==> config.mk <==
export PLATFORM = sky130hd
export DESIGN_NAME = alnum_code_bit_packer_top
export DESIGN_NICKNAME = d
export VERILOG_FILES = /design/src/hw/rtl/acbp_pkg.sv /design/src/hw/rtl/alnum_code_bit_packer_top.sv
export SDC_FILE = /design/constraint.sdc
export NUM_CORES = 1
export LEC_CHECK = 0
export CAP_MARGIN = 20
export CELL_PAD_IN_SITES_DETAIL_PLACEMENT = 1
export CELL_PAD_IN_SITES_GLOBAL_PLACEMENT = 1
export CORE_MARGIN = 1
export CORE_UTILIZATION = 45
export CTS_CLUSTER_DIAMETER = 30
export CTS_CLUSTER_SIZE = 14
export DETAILED_ROUTE_END_ITERATION = 12
export DONT_BUFFER_PORTS = 1
export GPL_TIMING_DRIVEN = 1
export HOLD_SLACK_MARGIN = 0.15
export PLACE_DENSITY_LB_ADDON = 0.1
export SYNTH_ARGS = -nofsm -noshare
export SYNTH_HDL_FRONTEND = slang
export SYNTH_SLANG_ARGS = --single-unit
==> constraint.sdc <==
create_clock -name clk -period 6.83 [get_ports clk]
set_input_delay 1.0245 -clock clk [delete_from_list [all_inputs] [get_ports clk]]
set_output_delay 1.0245 -clock clk [all_outputs]
set_load 0.005 [all_outputs]
==> src/hw/rtl/acbp_pkg.sv <==
package acbp_pkg;

  localparam int CODE_BYTES_DEF = 6;
  localparam int MAX_CHARS_DEF  = 11;

  localparam int CODE_W = 48;
  localparam int HDR_W  = 4;
  localparam int CHAR_W = 8;
  localparam int STAT_W = 2;

  // status codes
  localparam logic [STAT_W-1:0] ST_OK       = 2'd0;
  localparam logic [STAT_W-1:0] ST_OVERFLOW = 2'd1;
  localparam logic [STAT_W-1:0] ST_LENGTH   = 2'd2;
  localparam logic [STAT_W-1:0] ST_BADCHAR  = 2'd3;

  // code lengths in bits
  localparam logic [2:0] CL_NONE  = 3'd0;
  localparam logic [2:0] CL_DIGIT = 3'd4;
  localparam logic [2:0] CL_SHORT = 3'd6;
  localparam logic [2:0] CL_LONG  = 3'd7;

  localparam logic [CHAR_W-1:0] CH_0  = 8'h30;
  localparam logic [CHAR_W-1:0] CH_9  = 8'h39;
  localparam logic [CHAR_W-1:0] CH_UA = 8'h41;
  localparam logic [CHAR_W-1:0] CH_UZ = 8'h5A;
  localparam logic [CHAR_W-1:0] CH_LA = 8'h61;
  localparam logic [CHAR_W-1:0] CH_LZ = 8'h7A;

  localparam logic [4:0] LONG_FIRST = 5'd22;
  localparam logic [4:0] LONG_BASE  = 5'd18;
  localparam logic [3:0] SHORT_BASE = 4'd10;
  localparam logic [3:0] LONG_PFX   = 4'hF;

  typedef struct packed {
    logic [CHAR_W-1:0] character;
    logic              last_char;
  } in_item_t;

  typedef struct packed {
    logic [CODE_W-1:0] code_word;
    logic [STAT_W-1:0] status;
  } out_item_t;

  typedef struct packed {
    logic [2:0] len;
    logic [6:0] code;
  } char_code_t;

  function automatic char_code_t char_code(input logic [CHAR_W-1:0] c);
    char_code_t r;
    logic [4:0] idx;
    logic       letter;
    r      = '0;
    idx    = '0;
    letter = 1'b0;
    case (c) inside
      [CH_0:CH_9]: begin
        r.len  = CL_DIGIT;
        r.code = 7'(c - CH_0);
      end
      [CH_UA:CH_UZ]: begin
        letter = 1'b1;
        idx    = 5'(c - CH_UA);
      end
      [CH_LA:CH_LZ]: begin
        letter = 1'b1;
        idx    = 5'(c - CH_LA);
      end
      default: r.len = CL_NONE;
    endcase
    if (letter) begin
      if (idx >= LONG_FIRST) begin
        r.len  = CL_LONG;
        r.code = {LONG_PFX, 3'(idx - LONG_BASE)};
      end else begin
        // index/4 + 10, then index%4
        r.len  = CL_SHORT;
        r.code = {1'b0, 4'({1'b0, idx[4:2]}) + SHORT_BASE, idx[1:0]};
      end
    end
    return r;
  endfunction

endpackage

==> src/hw/rtl/alnum_code_bit_packer_top.sv <==
// Channel  Dir  Handshake          Payload
// in_      in   in_valid/in_stall   in_item_t  (character, last_char)
// out_     out  out_valid/out_stall out_item_t (code_word, status)
//
// One item per cycle sustained unless a held result stalls a last item;
// out_valid rises once the item that carries last_char has passed the
// input register and written the result register.
// The input register feeds the coding/packing logic, which writes the
// packing state and, on the last item, the result register.
// rst_n is synchronous: it empties both registers and clears the state.
// A held result stalls only a last item; other items keep flowing.
module alnum_code_bit_packer_top
  import acbp_pkg::*;
#(
  parameter int CODE_BYTES = CODE_BYTES_DEF,
  parameter int MAX_CHARS  = MAX_CHARS_DEF
) (
  input  logic      clk,
  input  logic      rst_n,
  input  logic      in_valid,
  output logic      in_stall,
  input  in_item_t  in_data,
  output logic      out_valid,
  input  logic      out_stall,
  output out_item_t out_data
);

  localparam int WB    = CODE_BYTES * 8;
  localparam int PK_W  = WB - HDR_W;
  localparam int BP_W  = $clog2(PK_W + 1);
  localparam int CNT_W = $clog2(MAX_CHARS + 2);

  logic                s1_valid_r;
  in_item_t            s1_data_r;
  logic                out_valid_r;
  out_item_t           out_data_r;

  logic [PK_W-1:0]     packed_r, packed_nxt;
  logic [BP_W-1:0]     bitpos_r, bitpos_nxt;
  logic [CNT_W-1:0]    cnt_r, cnt_nxt;
  logic [STAT_W-1:0]   ferr_r, ferr_nxt;

  logic                out_free;
  logic                s1_go;
  char_code_t          cc;
  logic [BP_W:0]       fill_sum;
  logic [BP_W-1:0]     shamt;
  logic [WB-1:0]       word;
  out_item_t           res;

  assign out_free  = !out_valid_r || !out_stall;
  assign s1_go     = s1_valid_r && (!s1_data_r.last_char || out_free);
  assign in_stall  = s1_valid_r && !s1_go;
  assign out_valid = out_valid_r;
  assign out_data  = out_data_r;

  always_comb begin
    cc         = char_code(s1_data_r.character);
    fill_sum   = {1'b0, bitpos_r} + (BP_W + 1)'(cc.len);
    cnt_nxt    = (cnt_r < CNT_W'(MAX_CHARS + 1)) ? cnt_r + 1'b1 : cnt_r;
    packed_nxt = packed_r;
    bitpos_nxt = bitpos_r;
    ferr_nxt   = ferr_r;
    if (ferr_r == ST_OK) begin
      if (cc.len == CL_NONE) begin
        ferr_nxt = ST_BADCHAR;
      end else if (fill_sum > (BP_W + 1)'(PK_W)) begin
        ferr_nxt = ST_OVERFLOW;
      end else begin
        packed_nxt = (packed_r << cc.len) | PK_W'(cc.code);
        bitpos_nxt = fill_sum[BP_W-1:0];
      end
    end
    // left-align the code bits under the length header
    shamt = BP_W'(PK_W) - bitpos_nxt;
    word  = {HDR_W'(cnt_nxt), packed_nxt << shamt};
    if (cnt_nxt > CNT_W'(MAX_CHARS)) begin
      res.code_word = '0;
      res.status    = ST_LENGTH;
    end else begin
      res.code_word = CODE_W'(word);
      res.status    = ferr_nxt;
    end
  end

  always_ff @(posedge clk) begin
    if (!rst_n) begin
      s1_valid_r <= 1'b0;
    end else if (!in_stall) begin
      s1_valid_r <= in_valid;
    end
    if (in_valid && !in_stall) begin
      s1_data_r <= in_data;
    end
  end

  always_ff @(posedge clk) begin
    if (!rst_n) begin
      packed_r <= '0;
      bitpos_r <= '0;
      cnt_r    <= '0;
      ferr_r   <= ST_OK;
    end else if (s1_go) begin
      if (s1_data_r.last_char) begin
        packed_r <= '0;
        bitpos_r <= '0;
        cnt_r    <= '0;
        ferr_r   <= ST_OK;
      end else begin
        packed_r <= packed_nxt;
        bitpos_r <= bitpos_nxt;
        cnt_r    <= cnt_nxt;
        ferr_r   <= ferr_nxt;
      end
    end
  end

  always_ff @(posedge clk) begin
    if (!rst_n) begin
      out_valid_r <= 1'b0;
    end else if (s1_go && s1_data_r.last_char) begin
      out_valid_r <= 1'b1;
    end else if (!out_stall) begin
      out_valid_r <= 1'b0;
    end
    if (s1_go && s1_data_r.last_char) begin
      out_data_r <= res;
    end
  end

  a_len_err_zero: assert property (@(posedge clk) disable iff (!rst_n)
    out_valid_r && out_data_r.status == ST_LENGTH |-> out_data_r.code_word == '0)
    else $error("length error result carries a nonzero word");

  a_bitpos_bound: assert property (@(posedge clk) disable iff (!rst_n)
    bitpos_r <= BP_W'(PK_W))
    else $error("bit position beyond word");

  a_ferr_code: assert property (@(posedge clk) disable iff (!rst_n)
    ferr_r != ST_LENGTH)
    else $error("length error latched as first error");

  a_cnt_sat: assert property (@(posedge clk) disable iff (!rst_n)
    cnt_r <= CNT_W'(MAX_CHARS + 1))
    else $error("character count past saturation");

  a_clear_after_last: assert property (@(posedge clk) disable iff (!rst_n)
    s1_go && s1_data_r.last_char |=>
      out_valid_r && bitpos_r == '0 && cnt_r == '0 && ferr_r == ST_OK)
    else $error("state not cleared after last item");

endmodule

# Yosys cells after proc, flatten, opt, wreduce, memory -nomap -nowiden
# Cells that the tools add are included.
# word_totals
regBits	117
output_inout_bits	52
wordCells	74
input_bits	13
# op_classes
bitwise_logic	1
addsub	8
shift	2
n_lt_le_gt_ge	10
n_eq_ne	1
reduce_logical	16
n_mux	26
# op_table
cell	count
2-to-1 mux 44 bit	4
OR 44 x 7 -> 44 bit	1
left shift 44 x 3 -> 44 bit	1
left shift 44 x 6 -> 44 bit	1
2-to-1 mux 6 bit	4
>= comparator 8 x 7 -> 1 bit, second input constant	2
<= comparator 8 x 7 -> 1 bit, second input constant	2
2-to-1 mux 5 bit	3
2-to-1 mux 10 bit	1
subtractor 5 x 1 -> 5 bit, second input constant	2
>= comparator 8 x 6 -> 1 bit, second input constant	1
<= comparator 8 x 6 -> 1 bit, second input constant	1
2-to-1 mux 2 bit	4
2-to-1 mux 4 bit	2
2-to-1 mux 8 bit	1
adder 6 x 3 -> 7 bit	1
> comparator 7 x 6 -> 1 bit, second input constant	1
logical AND 1 bit	7
2-to-1 mux 7 bit	1
subtractor 7 x 6 -> 7 bit, second input constant	1
subtractor 6 bit, first input constant	1
>= comparator 5 bit, second input constant	1
zero test 1 bit	5
2-to-1 mux 1 bit	5
10 further kinds	11

# Depth between registers and ports, before layout
# logic_depth
depth_word	15
depth_mapped	34
ltp_nobuf	26

# Worst setup path before layout
# No wires, ideal clock.
# synth_timing
kind	register to register
from	register s1_data_r[1] (netlist name)
to	register out_data_r (netlist bit out_data[30]), data pin
path_slack_ps	-40
required_time_ps	6565
path_buffers	6
synth_period_minus_slack_ps	6870
t_arrival_ps	6605
stages_incl_launch_ff	32
cell_sequence	edfxtp_1 -> inv_1 -> ha_1 -> or4b_4 -> a32o_2 -> nor2_4 -> inv_2 -> buf_6 -> clkbuf_1 -> and2_1 -> ha_1 -> a2111oi_4 -> nor2_1 -> o21ai_0 -> inv_1 -> ha_1 -> fa_1 -> buf_2 -> nor2_2 -> a2111oi_0 -> a31oi_1 -> nand4_1 -> buf_2 -> clkbuf_1 -> nor3_1 -> a21oi_1 -> xnor2_1 -> buf_2 -> mux2i_1 -> mux2_2 -> a211oi_1 -> or3_1
# synth_between
elab_chain_cells	15
elab_cells_between_ends	38
# synth_rtl
item	line_no	source
from (decl)	alnum_code_bit_packer_top.sv:34	in_item_t s1_data_r;
from (signal assigned)	alnum_code_bit_packer_top.sv:93	s1_data_r <= in_data;
>= comparator 8 x 7 -> 1 bit (implied by the code) / <= comparator 8 x 7 -> 1 bit (equally long branches)	alnum_code_bit_packer_top.sv:58	cc = char_code(s1_data_r.character);
logical AND 1 bit (implied by the code)	alnum_code_bit_packer_top.sv:58	
2-to-1 mux 5 bit (3 in series)	acbp_pkg.sv:57	case (c) inside
>= comparator 5 bit	acbp_pkg.sv:73	if (idx >= LONG_FIRST) begin
2-to-1 mux 8 bit	acbp_pkg.sv:73	
2-to-1 mux 10 bit (*)	acbp_pkg.sv:72	if (letter) begin
adder 6 x 3 -> 7 bit	alnum_code_bit_packer_top.sv:59	fill_sum = {1'b0, bitpos_r} + (BP_W + 1)'(cc.len);
> comparator 7 x 6 -> 1 bit	alnum_code_bit_packer_top.sv:67	end else if (fill_sum > (BP_W + 1)'(PK_W)) begin
2-to-1 mux 6 bit	alnum_code_bit_packer_top.sv:67	
2-to-1 mux 6 bit	alnum_code_bit_packer_top.sv:65	if (cc.len == CL_NONE) begin
2-to-1 mux 6 bit	alnum_code_bit_packer_top.sv:64	if (ferr_r == ST_OK) begin
subtractor 6 bit	alnum_code_bit_packer_top.sv:75	shamt = BP_W'(PK_W) - bitpos_nxt;
left shift 44 x 6 -> 44 bit (*)	alnum_code_bit_packer_top.sv:76	word = {HDR_W'(cnt_nxt), packed_nxt << shamt};
to (signal assigned)	alnum_code_bit_packer_top.sv:127	out_data_r <= res;
to (decl)	alnum_code_bit_packer_top.sv:36	out_item_t out_data_r;
# Mark *: on every way between the ends. The rest lies on a longest branch, timed or not.
# A chain may end at the register's enable or synchronous reset.

# Worst setup path in the final report
# layout_timing
from	register s1_data_r[2] (netlist name)
to	register out_data_r (netlist bit out_data[45]), data pin
# Same word-level chain as after synthesis.

==> results.md <==
* Status: completed
* Startpoint Class: flip-flop
* Period Utilization, post-route at 97.1%
* Row cnt at 54
* Register bit total from synthesis at 117
* Relative slew margins at 28.4%
* Worst vdd ir at 0.148 mV
* Post-synth top area cell: edfxtp_1
* Syn-to-layout area delta at 16.6%
* Filler Cell Count at 2568
* Max Buffers Root-to-Sink at 2
* Num CTS Buffers at 17
* Largest net degree at the start of global routing at 58
* Synth warn at 0
* Critical path class: flip-flop to flip-flop
* Syn nets at 1227
* Static Leak at 4.15 nW
* RSZ-0062 raised after global routing: yes
* Post-detail-place hpwl at 29900 um
* Sw Ratio at a little under a third
* CP dominant cell by count: ha_1
* Logic pwr share at between 20% and 30%
* Clk sinks at 117
* Psw at 0.000699 W
* CTS tree: done
* First-pass GRT wire length at 61900 um
* Port Buffers at 0
* Initial DRC Count at between 900 and 1000
* Internal Power at about 0.0015 W
* Clock power share at 43.6%
* Worst-margin pin slew at 1.07 ns
* CP endpoint kind: flip-flop
* Met2 Use GR at 58.8%
* Max-cap violations at 0
* Clock Pin Slew Worst Setup and Hold Paths at 0.06 ns
* CP max-delay cell: o21ai_0
* Top post-synthesis cells by area: edfxtp_1, dfxtp_1, mux2i_1, nand2_1, mux2_2
* Final core utilization at 53.7%
* Global Route Usage Sum at between 30% and 40%
* Final min period at roughly 6.6 ns
* Post-synth top flop: edfxtp_1
* Die area at between 20000 and 25000 sq um
* Post-Syn Instances at 1201
* Pre-antenna DRT Iters at 7
* Placed cell area at 10700 sq um
* Final Hold Viols at 0
* Final Setup Violations at 0
* Cell family with most CP delay: compound AO/OA/AOI/OAI gates
* Mapped Avg Cell Area at 8.40 sq um
* Worst-Skew Late Latency at 0.43 ns
* H-Tree Depth at 4
* Antenna-violating nets left at 0
* Grt total ovfl at 0
* Final Wtd Congestion at around 0.92
* Post-place setup slack at -0.111 ns
* Die width at about 150 um
* Post-synth cell types at 100
* Routing usage on met1 at 48.1%
* Arr. time, crit path at 6.79 ns
* # diodes at 0
* Initial antenna violation count at 0
* Sequential area share after synthesis at 29.1%
* Residual DRC at 0
* Die height at 152 um
* Layout cell share with drive strength beyond 1 at 21.7%
* Grt met3 use at 4.85%
* Initial core utilization at roughly 46%
* CP peak stage delay at 0.66 ns
* Worst EP required at 6.99 ns
* Crit path buffers/inverters at 5
* Vias per cell at roughly 7
* I/O Pins at 65
* Ys async rst share at 0%
* Crit-path max FO at 8
* P per Cell Area at between 150 and 200 nW/um^2
* Routed vias at 10400
* Routed len/inst at roughly 27 um
* GRT Max-Usage Layer: met2
* Root Buffer: clkbuf_16
* Hold Path Class: flip-flop to flip-flop
* Slew Viols, Final at 0
* Final instance area at 11800 sq um
* Vias in the first global route at approximately 10000
* Final Skew at 0.0145 ns
* Post-Route WL at 40900 um
* Fmax at 0.151 GHz
* Top-area cell type share of the netlist area at 17.6%
* EDFF count, synth at 59
* Syn Std Cell Area at 10100 sq um
* Hold slack at 0.501 ns
* Sequential share of power at 34.6%
* Layout net count at approximately 1300
* Worst setup margin at ~0.20 ns
* Core ar. at approximately 22000 sq um
[cell usage in the layout (no fill, tap or decap), drive strengths merged, types with 22 or more instances in the layout]
master	Yosys	layout
a211oi	22	22
a21oi	68	68
a22oi	23	23
a31oi	25	25
and2	42	42
buf	61	105
dfxtp	58	58
edfxtp	59	59
inv	21	25
mux2	41	41
mux2i	79	79
nand2	133	133
nor2	85	85
nor2b	31	31
nor3	49	49
o211ai	27	27
o21ai	76	76
[routing by layer]
metal	routed length, um	share of wire [%]
met5	0	0
met3	2720	6.6
met1	17600	43
met2	19300	47
met4	1300	3.2
[Yosys cell counts (all sizes together) (8+ instances only)]
| cell | number |
|---|---|
| o211a | 10 |
| o31ai | 10 |
| edfxtp | 59 |
| and3 | 9 |
| xnor2 | 10 |
| and2 | 42 |
| buf | 61 |
| mux2 | 41 |
| clkbuf | 42 |
| or3 | 10 |
| mux4 | 8 |
| a22oi | 23 |
| or2 | 10 |
| a31oi | 25 |
| nor2b | 31 |
| a21oi | 68 |
| nand2 | 133 |
| o21ai | 76 |
| nand3 | 20 |
| inv | 21 |
| a211oi | 22 |
| dfxtp | 58 |
| o211ai | 27 |
| ha | 12 |
| o221ai | 10 |
| nor3 | 49 |
| nor2 | 85 |
| mux2i | 79 |
| o21a | 9 |
| o22ai | 18 |
[cells by family after synthesis]
| family | after synthesis | synth area share (%) |
|---|---|---|
| fa+ha+maj | 13 | 1.69 |
| xor+xnor | 12 | 1.12 |
| buf+inv | 124 | 5.92 |
| flops | 117 | 29.1 |
| simple gates | 418 | 20.5 |
| compound gates | 389 | 27.4 |
| mux | 128 | 14.3 |
[repair_timing]
item,in CTS,in global routing
setup endpoints to repair,18,42
hold buffers,0,0
gates cloned,0,2
pin swaps,2,7
gates resized for setup,9,56
buffers inserted,2,19
[through the flow]
stage                     TNS [ns]  instances  power [W]
final                            0       1517    0.00221
after floorplan                  0       1201    0.00107
after detailed placement    -0.320       1462    0.00120
after CTS                        0       1496    0.00216
after global routing        -0.125       1517    0.00226
after global placement           0       1462    0.00120
[state kept, by name, summed over array words and instances, names as in the netlist]
register and flops:
out_data 50, packed_r 44, s1_data_r 9, bitpos_r 6
cnt_r 4, ferr_r 2, out_valid 1, s1_valid_r 1
[worst min-delay path, delay by kind of cell (launching register included)]
family | cells | cell delay [ns]
compound gates | 1 | 0.06
flops | 1 | 0.33
simple gates | 1 | 0.06
[area by class of cell]
class                           count  area, sq um  share of cell area (%)
Inverter                           21         78.8                   0.670
Tap cell                          280          350                    2.98
Timing Repair Buffer              107          970                    8.24
Multi-Input combinational cell    960         6820                    58.0
Clock inverter                     13          144                    1.22
Clock buffer                       19          464                    3.95
Sequential cell                   117         2930                    24.9
[path summary, 6_finish.rpt]
kind                          start  slack (ns)  cells after the start                          to
max          s1_data_r[2]$_DFFE_PP_        0.20                     27  out_data[45]$_SDFFCE_PP0P_
min reg2reg  out_valid$_SDFFE_PN0P_        0.50                      2      out_valid$_SDFFE_PN0P_
max reg2reg  s1_data_r[2]$_DFFE_PP_        0.20                     27  out_data[45]$_SDFFCE_PP0P_
min          out_valid$_SDFFE_PN0P_        0.50                      2      out_valid$_SDFFE_PN0P_
[power groups by stage]
| stage | Sequential (W) | Combinational [W] | Clock, W |
|---|---|---|---|
| 6_report | 0.000764 | 0.000481 | 0.000961 |
| 5_1_grt | 0.000766 | 0.000505 | 0.000990 |
| 3_5_place_dp | 0.000778 | 0.000426 | 0 |
| 4_1_cts | 0.000763 | 0.000432 | 0.000965 |
| 3_3_place_gp | 0.000778 | 0.000422 | 0 |
| 2_1_floorplan | 0.000773 | 0.000292 | 0 |
(Power assumes the default switching activity.)
